$ cat config.mk
export PLATFORM = sky130hd
export DESIGN_NAME = round_robin_task_scheduler
export DESIGN_NICKNAME = d
export VERILOG_FILES = /design/src/hdl/rrts_pkg.sv /design/src/hdl/rrts_ram.sv /design/src/hdl/rrts_ctrl.sv /design/src/hdl/rrts_dp.sv /design/src/hdl/round_robin_task_scheduler.sv
export SDC_FILE = /design/constraint.sdc
export NUM_CORES = 1
export LEC_CHECK = 0
export BUFFER_PORTS_ARGS = -buffer_cell sky130_fd_sc_hd__clkbuf_2
export CAP_MARGIN = 10
export CORE_MARGIN = 2
export CORE_UTILIZATION = 55
export DETAILED_ROUTE_END_ITERATION = 8
export GPL_ROUTABILITY_DRIVEN = 0
export PLACE_DENSITY = 0.72
export RECOVER_POWER = 50
export SETUP_SLACK_MARGIN = 0.05
export SLEW_MARGIN = 20
export SYNTH_ARGS = -nofsm -noshare
export SYNTH_HDL_FRONTEND = slang
export SYNTH_SLANG_ARGS = --single-unit
$ cat constraint.sdc
create_clock -name clk -period 7 [get_ports clk]
set_input_delay 0.7 -clock clk [delete_from_list [all_inputs] [get_ports clk]]
set_output_delay 0.7 -clock clk [all_outputs]
set_load 0.03 [all_outputs]
$ cat src/hdl/rrts_pkg.sv
package rrts_pkg;

  // Field widths of the item channels.
  localparam int KIND_W    = 3;
  localparam int CPU_W     = 3;
  localparam int TASK_ID_W = 6;
  localparam int STATUS_W  = 2;
  localparam int COUNT_W   = 7;

  // Default sizes of the task tables and the CPU set.
  localparam int DEFAULT_MAX_TASKS = 64;
  localparam int DEFAULT_MAX_CPUS  = 8;

  // Configuration register reset values.
  localparam logic [CPU_W-1:0]     BOOT_CPU_RESET = 3'd0;
  localparam logic [TASK_ID_W-1:0] IDLE_ID_RESET  = 6'd2;

  // Configuration register indexes (address bit 2).
  localparam logic CFG_BOOT_CPU = 1'b0;
  localparam logic CFG_IDLE_ID  = 1'b1;

  // Event kinds.
  localparam logic [KIND_W-1:0] K_ENQUEUE = 3'd0;
  localparam logic [KIND_W-1:0] K_YIELD   = 3'd1;
  localparam logic [KIND_W-1:0] K_BLOCK   = 3'd2;
  localparam logic [KIND_W-1:0] K_WAKE    = 3'd3;
  localparam logic [KIND_W-1:0] K_FLAG    = 3'd4;
  localparam logic [KIND_W-1:0] K_PREEMPT = 3'd5;
  localparam logic [KIND_W-1:0] K_EXIT    = 3'd6;
  localparam logic [KIND_W-1:0] K_START   = 3'd7;

  // Result status codes.
  localparam logic [STATUS_W-1:0] STAT_OK       = 2'd0;
  localparam logic [STATUS_W-1:0] STAT_FULL     = 2'd1;
  localparam logic [STATUS_W-1:0] STAT_NO_START = 2'd2;
  localparam logic [STATUS_W-1:0] STAT_NO_CUR   = 2'd3;

  // Task states.
  typedef logic [1:0] task_state_t;
  localparam task_state_t TS_DEAD    = 2'd0;
  localparam task_state_t TS_READY   = 2'd1;
  localparam task_state_t TS_RUNNING = 2'd2;
  localparam task_state_t TS_BLOCKED = 2'd3;

  typedef struct packed {
    logic [KIND_W-1:0]    kind;
    logic [CPU_W-1:0]     cpu;
    logic [TASK_ID_W-1:0] task_id;
  } sched_in_t;

  typedef struct packed {
    logic [STATUS_W-1:0]  status;
    logic                 switched;
    logic [TASK_ID_W-1:0] prev_task;
    logic [TASK_ID_W-1:0] next_task;
    logic [TASK_ID_W-1:0] assigned_id;
    logic [TASK_ID_W-1:0] running_task;
    logic                 preempt_pending;
    logic [COUNT_W-1:0]   task_count;
  } sched_out_t;

  // Commands from the controller to the datapath.
  typedef struct packed {
    logic init1;
    logic init2;
    logic load;
    logic rd1;
    logic rd2;
    logic exec;
    logic wr2;
  } ctrl_cmd_t;

  // Status from the datapath to the controller.
  typedef struct packed {
    logic need_wr2;
    logic out_free;
  } dp_status_t;

endpackage

$ cat src/hdl/rrts_ram.sv
module rrts_ram #(
  parameter int WIDTH = 8,
  parameter int DEPTH = 16,
  localparam int AW = (DEPTH > 1) ? $clog2(DEPTH) : 1
) (
  input  logic             clk,
  input  logic             we,
  input  logic [AW-1:0]    waddr,
  input  logic [WIDTH-1:0] wdata,
  input  logic [AW-1:0]    raddr,
  output logic [WIDTH-1:0] rdata
);

  logic [WIDTH-1:0] mem [DEPTH];

  // One write port and one registered read port.
  always_ff @(posedge clk) begin
    if (we) begin
      mem[waddr] <= wdata;
    end
    rdata <= mem[raddr];
  end

endmodule

$ cat src/hdl/rrts_ctrl.sv
module rrts_ctrl (
  input  logic                   clk,
  input  logic                   rst,
  input  logic                   reinit,
  input  logic                   event_valid,
  input  rrts_pkg::dp_status_t   status,
  output logic                   event_stall,
  output rrts_pkg::ctrl_cmd_t    cmd
);
  import rrts_pkg::*;

  localparam logic [2:0] S_INIT1 = 3'd0;
  localparam logic [2:0] S_INIT2 = 3'd1;
  localparam logic [2:0] S_IDLE  = 3'd2;
  localparam logic [2:0] S_RD1   = 3'd3;
  localparam logic [2:0] S_RD2   = 3'd4;
  localparam logic [2:0] S_EXEC  = 3'd5;
  localparam logic [2:0] S_WR2   = 3'd6;

  logic [2:0] state;
  logic [2:0] state_next;
  logic       accept;

  // Items are taken only in the idle state and never during a re-init request.
  assign event_stall = (state != S_IDLE) || reinit;
  assign accept      = event_valid && !event_stall;

  // Sequencer: init, then per item the read states RD1 and RD2, execute and an optional second write.
  always_comb begin
    state_next = state;
    priority if (reinit) begin
      state_next = S_INIT1;
    end else begin
      unique case (state)
        S_INIT1: state_next = S_INIT2;
        S_INIT2: state_next = S_IDLE;
        S_IDLE:  state_next = accept ? S_RD1 : S_IDLE;
        S_RD1:   state_next = S_RD2;
        S_RD2:   state_next = S_EXEC;
        S_EXEC: begin
          if (status.out_free) begin
            state_next = status.need_wr2 ? S_WR2 : S_IDLE;
          end
        end
        S_WR2:   state_next = S_IDLE;
        default: state_next = S_IDLE;
      endcase
    end
  end

  always_ff @(posedge clk) begin
    if (rst) begin
      state <= S_INIT1;
    end else begin
      state <= state_next;
    end
  end

  // Command decode.
  always_comb begin
    cmd.init1 = (state == S_INIT1);
    cmd.init2 = (state == S_INIT2);
    cmd.load  = accept;
    cmd.rd1   = (state == S_RD1);
    cmd.rd2   = (state == S_RD2);
    cmd.exec  = (state == S_EXEC) && status.out_free;
    cmd.wr2   = (state == S_WR2);
  end

endmodule

$ cat src/hdl/rrts_dp.sv
module rrts_dp #(
  parameter int MAX_TASKS = rrts_pkg::DEFAULT_MAX_TASKS,
  parameter int MAX_CPUS  = rrts_pkg::DEFAULT_MAX_CPUS
) (
  input  logic                              clk,
  input  logic                              rst,
  input  logic                              reinit,
  input  logic [rrts_pkg::CPU_W-1:0]        boot_cpu,
  input  logic [rrts_pkg::TASK_ID_W-1:0]    idle_task_id,
  input  rrts_pkg::ctrl_cmd_t               cmd,
  output rrts_pkg::dp_status_t              status,
  input  rrts_pkg::sched_in_t               event_item,
  output logic                              result_valid,
  input  logic                              result_stall,
  output rrts_pkg::sched_out_t              result_item
);
  import rrts_pkg::*;

  localparam int TASK_AW   = $clog2(MAX_TASKS);
  localparam int CPU_AW    = (MAX_CPUS > 1) ? $clog2(MAX_CPUS) : 1;
  localparam int CNT_W     = $clog2(MAX_TASKS + 1);
  localparam int SUM_W     = TASK_AW + 1;
  localparam int NF_W      = TASK_ID_W + 1;
  localparam int CPU_CMP_W = CPU_W + 1;
  localparam int ID_LIMIT  = (MAX_TASKS < 64) ? MAX_TASKS : 64;

  function automatic logic id_in_range(input logic [TASK_ID_W-1:0] id);
    return (MAX_TASKS > 64) || ({1'b0, id} < NF_W'(MAX_TASKS));
  endfunction

  function automatic logic cpu_in_range(input logic [CPU_W-1:0] c);
    return (MAX_CPUS >= 8) || ({1'b0, c} < CPU_CMP_W'(MAX_CPUS));
  endfunction

  // Latched item.
  sched_in_t item_r;

  // Control state.
  logic [TASK_AW-1:0]  head;
  logic [CNT_W-1:0]    fill;
  logic [CNT_W-1:0]    live;
  logic [NF_W-1:0]     next_free;
  logic                sched_running;
  logic [MAX_CPUS-1:0] flags;
  logic [MAX_CPUS-1:0] cur_valid;
  logic [MAX_TASKS-1:0] st_valid;

  // Memory ports.
  logic                 cur_we;
  logic [CPU_AW-1:0]    cur_waddr;
  logic [TASK_ID_W-1:0] cur_wdata;
  logic [TASK_ID_W-1:0] cur_rdata;
  logic                 cur_vld_r;
  logic                 st_we;
  logic [TASK_ID_W-1:0] st_wid;
  task_state_t          st_wdata;
  logic [TASK_ID_W-1:0] st_rid;
  task_state_t          st_rdata;
  logic                 st_vld_r;
  logic                 q_we;
  logic [TASK_AW-1:0]   q_waddr;
  logic [TASK_ID_W-1:0] q_wdata;
  logic [TASK_ID_W-1:0] q_rdata;

  // Item-level decode.
  logic                 cpu_ok;
  logic [CPU_AW-1:0]    cidx;
  logic [TASK_ID_W-1:0] prev;
  task_state_t          st_rd;
  task_state_t          st_tid_r;
  logic                 q_full;
  logic [SUM_W-1:0]     tail_sum;
  logic [TASK_AW-1:0]   tail;
  logic [TASK_AW-1:0]   head_inc;

  // Execute-step results.
  logic [STATUS_W-1:0]  x_status;
  logic [TASK_ID_W-1:0] x_nxt;
  logic [TASK_ID_W-1:0] x_assigned;
  logic [TASK_ID_W-1:0] x_enq_id;
  logic                 x_w1_en;
  logic [TASK_ID_W-1:0] x_w1_id;
  task_state_t          x_w1_st;
  logic                 x_w2_en;
  logic                 x_push;
  logic [TASK_ID_W-1:0] x_push_id;
  logic                 x_pop;
  logic                 x_sched;
  logic                 x_start;
  logic                 x_eff_run;
  logic                 x_requeue;
  logic                 x_flag_set;
  logic                 x_flag_clr;
  logic                 x_live_inc;
  logic                 x_free_inc;
  logic                 x_run_set;
  logic                 x_cur_we;
  logic [TASK_ID_W-1:0] x_cand;
  logic [TASK_ID_W-1:0] x_pop_val;
  logic                 x_flag_after;
  logic [CNT_W-1:0]     live_next;
  logic [CNT_W-1:0]     fill_next;
  logic [TASK_ID_W-1:0] w2_id_r;

  // Item register.
  always_ff @(posedge clk) begin
    if (cmd.load) begin
      item_r <= event_item;
    end
  end

  assign cpu_ok = cpu_in_range(item_r.cpu);
  assign cidx   = CPU_AW'(item_r.cpu);

  // Current task per CPU: memory plus one valid bit per CPU.
  rrts_ram #(.WIDTH(TASK_ID_W), .DEPTH(MAX_CPUS)) u_cur (
    .clk   (clk),
    .we    (cur_we),
    .waddr (cur_waddr),
    .wdata (cur_wdata),
    .raddr (cidx),
    .rdata (cur_rdata)
  );

  always_ff @(posedge clk) begin
    cur_vld_r <= cpu_ok && cur_valid[cidx];
  end

  assign prev = cur_vld_r ? cur_rdata : '0;

  // Task state table: the first read cycle looks up the named task, later cycles the
  // current task of the CPU.
  assign st_rid = cmd.rd1 ? item_r.task_id : prev;

  rrts_ram #(.WIDTH(2), .DEPTH(MAX_TASKS)) u_st (
    .clk   (clk),
    .we    (st_we),
    .waddr (TASK_AW'(st_wid)),
    .wdata (st_wdata),
    .raddr (TASK_AW'(st_rid)),
    .rdata (st_rdata)
  );

  always_ff @(posedge clk) begin
    st_vld_r <= id_in_range(st_rid) && st_valid[TASK_AW'(st_rid)];
    if (cmd.rd2) begin
      st_tid_r <= st_rd;
    end
  end

  assign st_rd = st_vld_r ? st_rdata : TS_DEAD;

  // Ready queue ring.
  rrts_ram #(.WIDTH(TASK_ID_W), .DEPTH(MAX_TASKS)) u_q (
    .clk   (clk),
    .we    (q_we),
    .waddr (q_waddr),
    .wdata (q_wdata),
    .raddr (head),
    .rdata (q_rdata)
  );

  assign q_full   = (fill >= CNT_W'(MAX_TASKS));
  assign tail_sum = SUM_W'(head) + SUM_W'(fill);
  assign tail     = (tail_sum >= SUM_W'(MAX_TASKS)) ? TASK_AW'(tail_sum - SUM_W'(MAX_TASKS))
                                                     : TASK_AW'(tail_sum);
  assign head_inc = (head == TASK_AW'(MAX_TASKS - 1)) ? '0 : head + 1'b1;

  // Event decode and the schedule step.
  always_comb begin
    x_status   = STAT_OK;
    x_nxt      = '0;
    x_assigned = '0;
    x_enq_id   = item_r.task_id;
    x_w1_en    = 1'b0;
    x_w1_id    = '0;
    x_w1_st    = TS_DEAD;
    x_w2_en    = 1'b0;
    x_push     = 1'b0;
    x_push_id  = '0;
    x_pop      = 1'b0;
    x_sched    = 1'b0;
    x_start    = 1'b0;
    x_eff_run  = 1'b0;
    x_requeue  = (prev != '0) && (st_rd == TS_RUNNING);
    x_flag_set = 1'b0;
    x_flag_clr = 1'b0;
    x_live_inc = 1'b0;
    x_free_inc = 1'b0;
    x_run_set  = 1'b0;
    x_cur_we   = 1'b0;
    x_cand     = '0;
    x_pop_val  = '0;

    priority if (item_r.kind == K_ENQUEUE) begin
      priority if (q_full || (live >= CNT_W'(MAX_TASKS))) begin
        x_status = STAT_FULL;
      end else if ((item_r.task_id == '0) && (next_free >= NF_W'(ID_LIMIT))) begin
        x_status = STAT_FULL;
      end else if (!id_in_range(item_r.task_id)) begin
        x_status = STAT_FULL;
      end else begin
        if (item_r.task_id == '0) begin
          x_enq_id   = next_free[TASK_ID_W-1:0];
          x_free_inc = 1'b1;
        end
        x_w1_en    = 1'b1;
        x_w1_id    = x_enq_id;
        x_w1_st    = TS_READY;
        x_push     = 1'b1;
        x_push_id  = x_enq_id;
        x_live_inc = 1'b1;
        x_assigned = x_enq_id;
      end
    end else if (item_r.kind == K_WAKE) begin
      if (st_tid_r == TS_BLOCKED) begin
        if (q_full) begin
          x_status = STAT_FULL;
        end else begin
          x_w1_en   = 1'b1;
          x_w1_id   = item_r.task_id;
          x_w1_st   = TS_READY;
          x_push    = 1'b1;
          x_push_id = item_r.task_id;
        end
      end
    end else if (!cpu_ok) begin
      x_status = STAT_NO_CUR;
    end else begin
      unique case (item_r.kind)
        K_YIELD: begin
          if ((prev != '0) && q_full) begin
            x_status = STAT_FULL;
          end else begin
            x_push    = (prev != '0);
            x_push_id = prev;
            x_sched   = 1'b1;
            x_eff_run = (st_rd == TS_RUNNING);
          end
        end
        K_BLOCK: begin
          x_w1_en = (prev != '0);
          x_w1_id = prev;
          x_w1_st = TS_BLOCKED;
          x_sched = 1'b1;
        end
        K_FLAG: begin
          x_flag_set = 1'b1;
        end
        K_PREEMPT: begin
          if (sched_running && x_requeue && q_full) begin
            x_status = STAT_FULL;
          end else begin
            x_flag_clr = 1'b1;
            if (sched_running) begin
              if (prev == '0) begin
                x_status = STAT_NO_CUR;
              end else begin
                x_w1_en   = x_requeue;
                x_w1_id   = prev;
                x_w1_st   = TS_READY;
                x_push    = x_requeue;
                x_push_id = prev;
                x_sched   = 1'b1;
              end
            end
          end
        end
        K_EXIT: begin
          if (prev == '0) begin
            x_status = STAT_NO_CUR;
          end else begin
            x_w1_en = 1'b1;
            x_w1_id = prev;
            x_w1_st = TS_DEAD;
            x_sched = 1'b1;
          end
        end
        K_START: begin
          x_start = 1'b1;
        end
        default: begin
          x_status = STAT_OK;
        end
      endcase
    end

    // Head of the queue after this step's push; an empty queue hands back the pushed id.
    if (fill == '0) begin
      x_pop_val = x_push ? x_push_id : '0;
    end else begin
      x_pop_val = q_rdata;
    end

    // Schedule step: pop, else keep a running current task, else take the idle task.
    if (x_sched) begin
      x_pop  = (fill != '0) || x_push;
      x_cand = x_pop_val;
      if (x_cand == '0) begin
        if (!((prev != '0) && x_eff_run)) begin
          x_cand = idle_task_id;
        end
      end
      if (x_cand != '0) begin
        x_w2_en = 1'b1;
        if (x_cand != prev) begin
          x_cur_we = 1'b1;
          x_nxt    = x_cand;
        end
      end
    end

    // Start pops the queue and runs what it finds.
    if (x_start) begin
      x_pop  = (fill != '0);
      x_cand = (fill != '0) ? q_rdata : '0;
      if (x_cand == '0) begin
        x_status = STAT_NO_START;
      end else begin
        x_run_set = 1'b1;
        x_w1_en   = 1'b1;
        x_w1_id   = x_cand;
        x_w1_st   = TS_RUNNING;
        x_cur_we  = 1'b1;
        x_nxt     = (x_cand != prev) ? x_cand : '0;
      end
    end
  end

  assign x_flag_after = x_flag_set ? 1'b1 :
                        x_flag_clr ? 1'b0 :
                        (cpu_ok && flags[cidx]);

  assign live_next = live + CNT_W'(x_live_inc);

  assign status.need_wr2 = x_w2_en;
  assign status.out_free = !result_valid || !result_stall;

  // State table write port: init entries, then first and second writes of an item.
  always_comb begin
    st_we    = 1'b0;
    st_wid   = '0;
    st_wdata = TS_DEAD;
    priority if (cmd.init1) begin
      st_we    = 1'b1;
      st_wid   = TASK_ID_W'(1);
      st_wdata = TS_RUNNING;
    end else if (cmd.init2) begin
      st_we    = (idle_task_id != '0) && id_in_range(idle_task_id);
      st_wid   = idle_task_id;
      st_wdata = TS_READY;
    end else if (cmd.exec) begin
      st_we    = x_w1_en && id_in_range(x_w1_id);
      st_wid   = x_w1_id;
      st_wdata = x_w1_st;
    end else if (cmd.wr2) begin
      st_we    = id_in_range(w2_id_r);
      st_wid   = w2_id_r;
      st_wdata = TS_RUNNING;
    end
  end

  // Current-task and queue write ports.
  always_comb begin
    cur_we    = 1'b0;
    cur_waddr = cidx;
    cur_wdata = x_cand;
    q_we      = 1'b0;
    q_waddr   = tail;
    q_wdata   = x_push_id;
    priority if (cmd.init1) begin
      cur_we    = cpu_in_range(boot_cpu);
      cur_waddr = CPU_AW'(boot_cpu);
      cur_wdata = TASK_ID_W'(1);
      q_we      = (idle_task_id != '0);
      q_wdata   = idle_task_id;
    end else if (cmd.exec) begin
      cur_we = x_cur_we;
      q_we   = x_push;
    end
  end

  assign fill_next = fill + CNT_W'(q_we) - CNT_W'(cmd.exec && x_pop);

  // Scheduler bookkeeping registers.
  always_ff @(posedge clk) begin
    if (rst || reinit) begin
      head          <= '0;
      fill          <= '0;
      live          <= CNT_W'(2);
      next_free     <= NF_W'(3);
      sched_running <= 1'b0;
      flags         <= '0;
      cur_valid     <= '0;
      st_valid      <= '0;
    end else begin
      if (cmd.init1 || cmd.exec) begin
        fill <= fill_next;
      end
      if (cmd.exec) begin
        if (x_pop) begin
          head <= head_inc;
        end
        live      <= live_next;
        next_free <= next_free + NF_W'(x_free_inc);
        if (x_run_set) begin
          sched_running <= 1'b1;
        end
        if (cpu_ok && (x_flag_set || x_flag_clr)) begin
          flags[cidx] <= x_flag_set;
        end
      end
      if (cur_we) begin
        cur_valid[cur_waddr] <= 1'b1;
      end
      if (st_we) begin
        st_valid[TASK_AW'(st_wid)] <= 1'b1;
      end
    end
  end

  // Second write target.
  always_ff @(posedge clk) begin
    if (cmd.exec) begin
      w2_id_r <= x_cand;
    end
  end

  // Output register.
  always_ff @(posedge clk) begin
    if (rst) begin
      result_valid <= 1'b0;
    end else if (cmd.exec) begin
      result_valid <= 1'b1;
    end else if (result_valid && !result_stall) begin
      result_valid <= 1'b0;
    end
  end

  always_ff @(posedge clk) begin
    if (cmd.exec) begin
      result_item.status          <= x_status;
      result_item.switched        <= (x_nxt != '0);
      result_item.prev_task       <= prev;
      result_item.next_task       <= x_nxt;
      result_item.assigned_id     <= x_assigned;
      result_item.running_task    <= !cpu_ok ? '0 : (x_cur_we ? x_cand : prev);
      result_item.preempt_pending <= cpu_ok && x_flag_after;
      result_item.task_count      <= COUNT_W'(live_next);
    end
  end

endmodule

$ cat src/hdl/round_robin_task_scheduler.sv
// Channel   Handshake                       Payload
// event     event_valid / event_stall       event_item  (kind, cpu, task_id)
// result    result_valid / result_stall     result_item (status ... task_count)
// config    psel, penable, pwrite, pready   paddr, pwdata, prdata
//
// An accepted item passes the states RD1, RD2 and EXEC before the next one can be
// accepted, and WR2 as well when the schedule step writes a second entry of the task
// state memory, whose single write port makes WR2 needed. The result is registered in EXEC.
// After rst, and after a write of boot_cpu, the init states run with event_stall high.
// A new item is accepted while a result waits; it then holds before its result stage.
module round_robin_task_scheduler #(
  parameter int MAX_TASKS = rrts_pkg::DEFAULT_MAX_TASKS,
  parameter int MAX_CPUS  = rrts_pkg::DEFAULT_MAX_CPUS
) (
  input  logic                 clk,
  input  logic                 rst,
  input  logic                 event_valid,
  output logic                 event_stall,
  input  rrts_pkg::sched_in_t  event_item,
  output logic                 result_valid,
  input  logic                 result_stall,
  output rrts_pkg::sched_out_t result_item,
  input  logic                 psel,
  input  logic                 penable,
  input  logic                 pwrite,
  input  logic [2:0]           paddr,
  input  logic [31:0]          pwdata,
  output logic [31:0]          prdata,
  output logic                 pready
);
  import rrts_pkg::*;

  logic [CPU_W-1:0]     boot_cpu;
  logic [TASK_ID_W-1:0] idle_task_id;
  logic                 cfg_wr;
  logic                 reinit;
  ctrl_cmd_t            cmd;
  dp_status_t           status;

  // Configuration registers.
  assign pready = 1'b1;
  assign cfg_wr = psel && penable && pwrite;
  assign reinit = cfg_wr && (paddr[2] == CFG_BOOT_CPU);

  always_ff @(posedge clk) begin
    if (rst) begin
      boot_cpu     <= BOOT_CPU_RESET;
      idle_task_id <= IDLE_ID_RESET;
    end else if (cfg_wr) begin
      if (paddr[2] == CFG_BOOT_CPU) begin
        boot_cpu <= pwdata[CPU_W-1:0];
      end else begin
        idle_task_id <= pwdata[TASK_ID_W-1:0];
      end
    end
  end

  assign prdata = (paddr[2] == CFG_BOOT_CPU) ? 32'(boot_cpu) : 32'(idle_task_id);

  rrts_ctrl u_ctrl (
    .clk         (clk),
    .rst         (rst),
    .reinit      (reinit),
    .event_valid (event_valid),
    .status      (status),
    .event_stall (event_stall),
    .cmd         (cmd)
  );

  rrts_dp #(.MAX_TASKS(MAX_TASKS), .MAX_CPUS(MAX_CPUS)) u_dp (
    .clk          (clk),
    .rst          (rst),
    .reinit       (reinit),
    .boot_cpu     (boot_cpu),
    .idle_task_id (idle_task_id),
    .cmd          (cmd),
    .status       (status),
    .event_item   (event_item),
    .result_valid (result_valid),
    .result_stall (result_stall),
    .result_item  (result_item)
  );

`ifndef SYNTHESIS
  // A switch always names a task to run.
  a_switch_names_task: assert property (@(posedge clk) disable iff (rst)
    result_valid |-> (result_item.switched == (result_item.next_task != '0)))
    else $error("switched disagrees with next_task");

  // A failed event never switches tasks.
  a_error_no_switch: assert property (@(posedge clk) disable iff (rst)
    (result_valid && (result_item.status != STAT_OK)) |-> !result_item.switched)
    else $error("switch reported with an error status");

  // An id is handed out only by a successful enqueue.
  a_assigned_ok: assert property (@(posedge clk) disable iff (rst)
    (result_valid && (result_item.assigned_id != '0)) |-> (result_item.status == STAT_OK))
    else $error("assigned id with an error status");

  // Writing boot_cpu starts the init sequence, which holds off items.
  a_reinit_stalls: assert property (@(posedge clk) disable iff (rst)
    reinit |=> event_stall)
    else $error("items accepted during re-init");
`endif

endmodule

==> impl_metrics.ini, run 1 <==
[place]
place_inst = 2956
port_buffers = 68
pre_cts_slack_ps = 2190
hpwlAfterDp_mm = 45.6

[logic_synthesis]
synth.area.mux_share_pct = 9.62
async_flop_share_pct = 0
synth.ff_latch_count = 752
adder_cell_share_of_the_synthesized_area_pct = 0.867
synth_compound_area_share_pct = 9.97
synthDistinctLibCells = 98
dominantRegCellSynth = edfxtp_1
synthesized_instance_count = 2227
synthesis.area_um2 = 32100
synth.yosys.warnings = 0
synth-edff-count = 615
syn_avg_cell_area_um2 = 14.4
synthSimpleGateAreaFrac_pct = 9.57
ys_seq_area_share_pct = 66.2
synth_xor_xnor_area_share_pct = 1.12
synth_top_family_by_area = compound AO/OA/AOI/OAI gates

[cts]
clkLatencyLatePin_ps = 620
cts_root_buffer = clkbuf_16
cts_hold_repair.buffers = 0
clock_tree_from_tritoncts = yes
cts.clk_slew.worst_paths_ps = 60
postCtsSetupRepairBufs = 0
cts-buffers-inserted = 75
htree_num_levels = 3
ctsResizeCount = 0
clockBufferDepth = 3
clock_sink_count = 752

[sta]
hold_viol = 0
setup_slack_ps = 1370
maxClockFrequency_mhz = 178
drv_slew = 564
rsz_0062_raised_after_global_routing = no
final_count_of_negative_setup_slack_endpoints = 0
final_layout_setup_total_negative_slack_ps = 0
fin_skew_ps = 19.7
hold_ws_ps = 256
timing.final.crit_share_pct = 80.5
worst_pin_slew_ps = 3760
max_slew_margin_pct = -151
period_minus_slack_ps = 5630

[min_path]
holdCritPathClass = in -> reg
whs_path_depth = 1
min-delay-start = event_item[6]
worst_hold_path.endpoint = u_dp.cidx[0]

[grt]
antenna_violations_before_repair = 0
largest_net_degree_at_the_start_of_global_routing = 97
grt_pass1_wl_mm = 111
grt_pass1_vias = 19000
global_route.usage.total_pct = 24.2
gr-total-overflow = 0

[critical_path]
critical_path_data_arrival_time_ps = 6110
cpPeakStageDelay_ps = 2700
path_depth_of_the_worst_reg2reg_path = 4
critical_path_buf_inv_count = 1
worst_path_most_repeated_cell = mux4_2
critical-path-slowest-cell = clkbuf_1
startpoint_type = flop
cp.required_ps = 7470
worstSetupEndpointType = flop
crit_chain = clkbuf_1, mux4_2, mux4_2, mux4_2
rr_endpoint = u_dp.u_q.rdata[3]
cp_max_fo = 59
r2r_slack_ps = 1370
crit-reg2reg-launch = u_dp.head[1]
path_delay_family = buffers and inverters
setup.worst_path.class = reg -> reg

[detailed_routing]
wire_per_inst_um = 23.5
route.final.wire_length_mm = 72.7
via_per_inst = 6.28
dr_total_vias = 19400
drtIter0Drc = 2060
drtAntennaViolNets = 0
detail_route.first_pass.iterations = 6
remaining_drc_errors = 0

[layout]
antenna-diode-count = 0
final.fill_count = 4251
stdcell_count = 3093
post_route_cells_drive_above_1_share_pct = 14.9
area_delta_synth_final_pct = 10.5
fin_nets = 2344

[power_and_ir_drop]
ir_worst_vdd_mv = 0.240
power.static_leakage_nw = 11.4
power_per_cell_area_nw_per_um2 = 302

[floorplan]
coreArea_um2 = 57700
starting_density_pct = 55.6
die-area_um2 = 60200
chipHeight_um = 245
design.portCount = 124
die_w_um = 245
placementRows = 88

[run_status]
violations = max-capacitance violations, max-slew violations
status = finished with violations

[job]
max_cap_violations = 10
[worst max path at each step]
stage	endpoint	startpoint	depth (start not counted)	slack (ps)
after floorplan	u_dp.u_st.mem[0][0]	u_ctrl.state[2]	7	1980
after global placement	u_dp.u_cur.mem[3][1]	u_dp.item_r[11]	11	2310
after detailed placement	u_dp.u_cur.mem[3][4]	u_dp.item_r[11]	11	2190
after CTS	u_dp.u_cur.mem[3][2]	u_dp.item_r[11]	11	2180
after global routing	u_dp.u_cur.mem[0][5]	u_dp.fill[5]	13	1080
final	u_dp.u_q.rdata[3]	u_dp.head[1]	4	1370
[metal layers]
| metal | global-route usage (%) | up-vias | part of all wire [%] |
|---|---|---|---|
| met5 | 0 | - | 0 |
| met4 | 9.14 | 0 | 3.6 |
| met3 | 4.05 | 206 | 7.6 |
| met2 | 39.6 | 866 | 49 |
| met1 | 32.8 | 9748 | 40 |
| li1 | - | 8602 | - |
[synth_stat cells, types with 20 or more instances]
library cell  instances  area (um2)
a211oi_1             71         533
a21oi_1              78         390
a22oi_1              26         195
a311oi_1             27         236
a31oi_1              37         231
and2_1               65         407
buf_4                28         210
clkbuf_1             93         349
dfxtp_1             137        2740
edfxtp_1            615       18500
inv_1                30         113
mux4_2              126        2840
nand2_1             188         706
nand3_1              38         190
nor2_1              253         950
o21a_1               69         518
xnor2_1              20         175
[kinds of logic (layout without fill, tap and decap cells)]
family	after synthesis	count (layout)
DFF	752	752
and+or+nand+nor	649	649
AOI/OAI and AO/OA	428	428
buffers and inverters	185	261
muxes	150	150
xor gates and xnor gates	40	40
adders and majority gates	21	21
other	2	27
[where the power goes]
part,internal (W),switching (W)
clock,0.00242,0.00166
combinational,0.000399,0.000933
sequential,0.00518,0.000113
[registers in the layout, summed over array words and instances, names as in the netlist, 2 cells and up]
signal	cells
u_dp.u_q.rdata	6
u_dp.fill	7
u_dp.cidx	3
u_dp.flags	8
u_dp.next_free	7
u_dp.cur_valid	8
u_dp.u_q.mem	384
u_dp.u_cur.rdata	6
u_dp.live	7
u_dp.u_st.rdata	2
boot_cpu	3
u_dp.result_item	35
u_dp.u_cur.mem	48
u_ctrl.state	3
u_dp.st_tid_r	2
u_dp.u_st.mem	128
u_dp.head	6
u_dp.w2_id_r	6
u_dp.item_r	9
idle_task_id	6
u_dp.st_valid	64
[area by class of cell]
| class | count | area, um2 | share of cell area, % |
|---|---|---|---|
| clock inverter | 39 | 403 | 1.14 |
| clock buffer | 97 | 2100 | 5.94 |
| timing repair buffer | 92 | 460 | 1.30 |
| sequential | 752 | 21200 | 59.9 |
| tap | 765 | 957 | 2.70 |
| multi-input combinational | 1315 | 10100 | 28.6 |
| inverter | 33 | 124 | 0.350 |
[through the flow]
stage | power (W) | util (%) | instance area, um2
final | 0.0107 | 61.4 | 35400
after floorplan | 0.00628 | - | 32100
after global placement | 0.00663 | 57.2 | 33000
after detailed placement | 0.00669 | 57.2 | 33000
after CTS | 0.0107 | 61.6 | 35500
after global routing | 0.0110 | 61.4 | 35400
[layout by cell type, fill, tap and decap left out, drive strengths merged, types with 39 or more instances in the layout]
master | Yosys | final
o21a | 69 | 69
nand2 | 188 | 188
a211oi | 71 | 71
nor2 | 260 | 260
a21oi | 85 | 85
edfxtp | 615 | 615
a31oi | 39 | 39
dfxtp | 137 | 137
and2 | 65 | 65
nand3 | 40 | 40
mux4 | 126 | 126
clkbuf | 95 | 174
Power figures use the tool's default switching activity.
==> run 2, diff against run 1 <==
- PLACE_DENSITY: 0.72 -> 0.75
- clock period: 7 -> 5.1 ns (I/O delays scaled with it)
==> run 2 against run 1 <==
- the flow still finishes with violations (max-capacitance violations, max-slew violations)
- via count up 1.6%
- critical path depth increased by 4
- core utilization hardly changed
- first-iteration DRC count rose by 8.0%
- largest power group unchanged
==> impl_metrics.ini, run 2 (synthesized netlist as in run 1, its figures left out) <==
[detailed_routing]
route.final.wire_length_mm = 74.9
wl_met3_mm = 6.41
dr_total_vias = 19700
remaining_drc_errors = 0
highest-signal-layer = met4
drtAntennaViolNets = 0
drtIter0Drc = 2225
via_per_inst = 6.35
met2_layer_wire_length_in_the_routed_design_mm = 36.3
wirelength_met1_mm = 29.1
wire_per_inst_um = 24.1
detail_route.first_pass.iterations = 8

[sta]
period_minus_slack_ps = 4830
setup_slack_ps = 270
fin_skew_ps = 22.8
hold_ws_ps = 61.3
rsz_0062_raised_after_global_routing = no
timing.final.crit_share_pct = 94.7
hold_viol = 0
drv_slew = 359
max_slew_margin_pct = -94.0
final_layout_setup_total_negative_slack_ps = 0
maxClockFrequency_mhz = 207
worst_pin_slew_ps = 2910
final_count_of_negative_setup_slack_endpoints = 0

[layout]
post_route_cells_drive_above_1_share_pct = 15.3
reg_top3 = u_dp.u_q.mem x384, u_dp.u_st.mem x128, u_dp.st_valid x64
largest_register = u_dp.u_q.mem
final.fill_count = 4208
area_delta_synth_final_pct = 10.5
fin_nets = 2354
antenna-diode-count = 0
number_of_flip_flops_in_the_largest_register = 384
final_common_cell = edfxtp_1
final_cell_mix = edfxtp_1, nor2_1, nand2_1
stdcell_area_um2 = 35400

[grt]
grt_pass1_wl_mm = 114
largest_net_degree_at_the_start_of_global_routing = 101
gr-total-overflow = 0
antenna_violations_before_repair = 0
global_route.usage.total_pct = 25.0
grt_pass1_vias = 19300

[critical_path]
critPathLaunch = u_ctrl.state[2]
crit_chain = nor2b_1, nand3_1, buf_4, inv_1, clkbuf_1, nand3_1, o21bai_2, clkbuf_2
crit-reg2reg-launch = u_ctrl.state[2]
setup.worst_path.class = reg -> reg
startpoint_type = flop
path_delay_family = buffers and inverters
worst_path_most_repeated_cell = nand3_1
critical_path_buf_inv_count = 4
cp_max_fo = 30
worstSetupEndpointType = flop
critical-path-slowest-cell = clkbuf_1
cp.required_ps = 5520
cpPeakStageDelay_ps = 1140
critical_path_data_arrival_time_ps = 5250

[min_path]
min-delay-start = event_item[3]
holdCritPathClass = in -> reg

[power_and_ir_drop]
power.switching_w = 0.00383
cell_internal_pwr_w = 0.0108
ir_worst_vdd_mv = 0.364
power.static_leakage_nw = 11.5
power_per_cell_area_nw_per_um2 = 414
clkPwrFrac_pct = 37.9
comb_power_share_pct = 12.8
power.sequential.fraction_pct = 49.3
switching_share_pct = 26.1

[floorplan]
coreArea_um2 = 57700
die_w_um = 245
die-area_um2 = 60200
chipHeight_um = 245
starting_density_pct = 55.6
design.portCount = 124
placementRows = 88

[cts]
clock_tree_from_tritoncts = yes
cts-buffers-inserted = 76
cts_root_buffer = clkbuf_16
clock_sink_count = 752
cts.clk_slew.worst_paths_ps = 60
cts_hold_repair.buffers = 0
htree_num_levels = 3
clkLatencyLatePin_ps = 630
postCtsSetupRepairBufs = 0
ctsResizeCount = 0
clockBufferDepth = 3

[place]
detailed_place.area_um2 = 33100
hpwlAfterDp_mm = 47.0
port_buffers = 68
pre_cts_slack_ps = 457

[run_status]
status = finished with violations
violations = max-capacitance violations, max-slew violations

[job]
max_cap_violations = 9
==> run 2: cell types whose count changed in the layout (fill, tap and decap cells not counted), sizes merged <==
| cell | delta |
|---|---|
| buf | +7 |
| bufinv | -2 |
| clkbuf | +4 |
| clkinv | +3 |
| inv | +2 |
==> run 2: path summary, 6_finish.rpt <==
kind                         end  slack, ps  cells past startpoint
min               u_dp.item_r[3]         60                      1
max reg2reg  u_dp.u_st.mem[6][0]        270                      8
min reg2reg    u_dp.st_valid[55]        460                      1
max          u_dp.u_st.mem[6][0]        270                      8
==> run 2: through the flow <==
step                instances  power (W)  utilization (%)
detailed placement       2966    0.00920             57.4
finish                   3107     0.0147             61.4
global placement         2966    0.00912             57.4
CTS                      3107     0.0147             61.7
floorplan                2252    0.00863                -
global route             3107     0.0151             61.4
==> run 2: metal layers <==
| layer | GRT usage [%] | vias to the layer above |
|---|---|---|
| met5 | 0 | - |
| met4 | 10.2 | 0 |
| met3 | 4.30 | 214 |
| met2 | 40.9 | 1094 |
| met1 | 33.6 | 9783 |
| li1 | - | 8646 |
==> run 2: power by group through the flow <==
stage / Combinational (W) / Sequential (W) / Clock, W
detailed placement: 0.00186 / 0.00734 / 0
CTS: 0.00188 / 0.00721 / 0.00564
floorplan: 0.00134 / 0.00728 / 0
global route: 0.00201 / 0.00725 / 0.00587
global placement: 0.00179 / 0.00733 / 0
finish: 0.00187 / 0.00723 / 0.00557
==> run 2: layout make-up <==
type / count / area [um2] / share of cell area [%]
well taps: 765 / 957 / 2.70
multi-input cells: 1315 / 10100 / 28.6
clock inverters: 42 / 437 / 1.23
clock buffers: 99 / 2070 / 5.84
repair buffers: 101 / 500 / 1.41
flip-flops and latches: 752 / 21200 / 59.9
inverters: 33 / 124 / 0.350
==> run 3, diff against run 2 <==
- CTS_CLUSTER_SIZE: unset -> 10
- SYNTH_HIERARCHICAL: unset -> 1
==> run 3 against run 2 <==
- the flow still finishes with violations (max-capacitance violations, max-slew violations)
- power down 2.7%
- sequential power down 2%
- first-iteration DRC count up 9.0%
- critical path type unchanged
- flip-flop and latch count unchanged
- critical endpoint is now u_dp/u_cur/mem[6][5]
- count of clock-buffer cells in the layout increased by 24
- largest power group unchanged
==> impl_metrics.ini, run 3 <==
[sta]
final_layout_setup_total_negative_slack_ps = 0
final_count_of_negative_setup_slack_endpoints = 0
setup_slack_ps = 276
hold_ws_ps = 40.1
maxClockFrequency_mhz = 207
timing.final.crit_share_pct = 94.6
rsz_0062_raised_after_global_routing = no
worst_pin_slew_ps = 2170
max_slew_margin_pct = -45.0
fin_skew_ps = 38.3
hold_viol = 0
period_minus_slack_ps = 4820
drv_slew = 214

[critical_path]
cpPeakStageDelay_ps = 810
worstSetupEndpointType = flop
cp_max_fo = 26
setup.worst_path.class = reg -> reg
critical_path_data_arrival_time_ps = 5090
cp.required_ps = 5370
critical-path-slowest-cell = or4b_2
startpoint_type = flop
crit_chain = or4b_2, a31oi_1, nor2b_1, a21oi_1, a32oi_1, or3_4, a2111oi_4, nor3_2, nand2b_1, a311o_1, nand2_1, nor2_1

[cts]
clock_tree_from_tritoncts = yes
htree_num_levels = 3
cts-buffers-inserted = 85
cts.clk_slew.worst_paths_ps = 60
clkLatencyLatePin_ps = 650
cts_root_buffer = clkbuf_16
clock_sink_count = 752
clockBufferDepth = 3
postCtsSetupRepairBufs = 0

[detailed_routing]
route.final.wire_length_mm = 76.3
wl_met3_mm = 6.86
drtIter0Drc = 2425
wire_per_inst_um = 23.9
remaining_drc_errors = 0
met2_layer_wire_length_in_the_routed_design_mm = 35.9
drtAntennaViolNets = 0
via_per_inst = 6.38
detail_route.first_pass.iterations = 8
highest-signal-layer = met4
wirelength_met1_mm = 31.2
dr_total_vias = 20400

[place]
detailed_place.area_um2 = 33800
hpwlAfterDp_mm = 49.2
port_buffers = 68
pre_cts_slack_ps = 204

[min_path]
holdCritPathClass = in -> reg

[power_and_ir_drop]
power.total_w = 0.0143
power.static_leakage_nw = 11.7
power_per_cell_area_nw_per_um2 = 396
ir_worst_vdd_mv = 0.343

[logic_synthesis]
synthDistinctLibCells = 99
async_flop_share_pct = 0
synth.ff_latch_count = 752
dominantRegCellSynth = edfxtp_1
yosysMostFrequentCell = edfxtp_1
synth_largest_area_cell = edfxtp_1
ys_seq_area_share_pct = 64.8
synthesized_instance_count = 2305
synth-edff-count = 615
synthesis.area_um2 = 32700
syn_avg_cell_area_um2 = 14.2
commonest_cells_post_synth = edfxtp_1, nor2_1, nand2_1
synth.yosys.warnings = 6
synth.top_cell.area_share_pct = 56.4
netlist_top_cells_area = edfxtp_1, mux4_2, dfxtp_1, nor2_1, nand2_1

[floorplan]
die-area_um2 = 61500
placementRows = 89
chipHeight_um = 248
starting_density_pct = 55.6
die_w_um = 248
coreArea_um2 = 58900
design.portCount = 124

[grt]
gr-total-overflow = 0
largest_net_degree_at_the_start_of_global_routing = 69
grt_pass1_wl_mm = 117
global_route.usage.total_pct = 24.9
grt_pass1_vias = 20000
antenna_violations_before_repair = 0

[layout]
final_cell_mix = edfxtp_1, nor2_1, nand2_1
area_delta_synth_final_pct = 10.1
number_of_flip_flops_in_the_largest_register = 384
reg_top3 = u_dp/u_q/mem x384, u_dp/u_st/mem x128, u_dp/st_valid x64
post_route_cells_drive_above_1_share_pct = 13.9
stdcell_area_um2 = 36100
final_common_cell = edfxtp_1
final.fill_count = 4210
fin_nets = 2463
largest_register = u_dp/u_q/mem

[run_status]
violations = max-capacitance violations, max-slew violations
status = finished with violations

[job]
max_cap_violations = 4
==> run 3: cell types whose count changed after synthesis, moves of 23 or more <==
| cell | previous run | this run |
|---|---|---|
| nand2_1 | 188 | 232 |
| a211oi_1 | 71 | 18 |
| nand2b_1 | 12 | 35 |
| mux2i_1 | 19 | 61 |
| o21ai_0 | 16 | 105 |
| inv_1 | 30 | 56 |
| and2_1 | 65 | 9 |
| o21a_1 | 69 | 15 |
==> run 3: area by class of cell <==
class,count,area [um2],share of cell area (%)
antenna,1,2.50,0.00694
clock buffer,123,2310,6.41
clock inverter,6,98.8,0.274
inverter,62,234,0.649
multi-input combinational,1369,10700,29.6
sequential,752,21200,58.8
tap,773,967,2.68
timing repair buffer,114,566,1.57
==> run 3: path summary, 6_finish.rpt <==
check                                  startpoint              endpoint  slack, ps  depth (start not counted)
worst max-delay path              u_dp/item_r[11]  u_dp/u_cur/mem[6][5]        280                         12
worst min-delay path                event_item[2]        u_dp/item_r[2]         40                          1
worst max register to register    u_dp/item_r[11]  u_dp/u_cur/mem[6][5]        280                         12
worst min register to register  u_dp/st_valid[16]     u_dp/st_valid[16]        450                          2
==> run 3: power by group <==
part | internal [W] | switching (W)
Combinational | 0.000570 | 0.00124
Clock | 0.00312 | 0.00229
Sequential | 0.00694 | 0.000119
Total | 0.0106 | 0.00365
==> run 3: cells by family (layout without fill, tap and decap cells) <==
family	count (synthesis)	after routing	share of synthesized area, %
simple gates	691	691	9.84
compound gates	371	371	7.65
mux	224	224	12.7
other cells	2	28	0.0229
flops	752	752	64.8
xor+xnor	31	31	0.852
buf+inv	209	305	3.12
fa+ha+maj	25	25	1.00
==> run 3: critical path, delay by kind of cell (launching register included) <==
kind             cells  cell delay [ps]
AND/OR/NAND/NOR      7             2470
AO/OA/AOI/OAI        5             1250
flip-flops           1              710
==> run 3: metrics by stage <==
step	cells	util (%)
floorplan	2330	-
global placement	3069	57.4
detailed placement	3069	57.4
CTS	3198	61.5
global route	3199	61.2
finish	3200	61.2
==> run 3: layer usage <==
layer | track usage, % | vias up
met5 | 0 | -
met4 | 8.12 | 0
met3 | 4.78 | 210
met2 | 39.0 | 1142
met1 | 35.6 | 10200
li1 | - | 8914
==> run 3: what timing repair did <==
item | CTS | global route
gates resized for setup | 0 | 3
endpoints found under the setup margin | 0 | 48
hold endpoints to repair | 0 | 0
hold buffers | 0 | 0
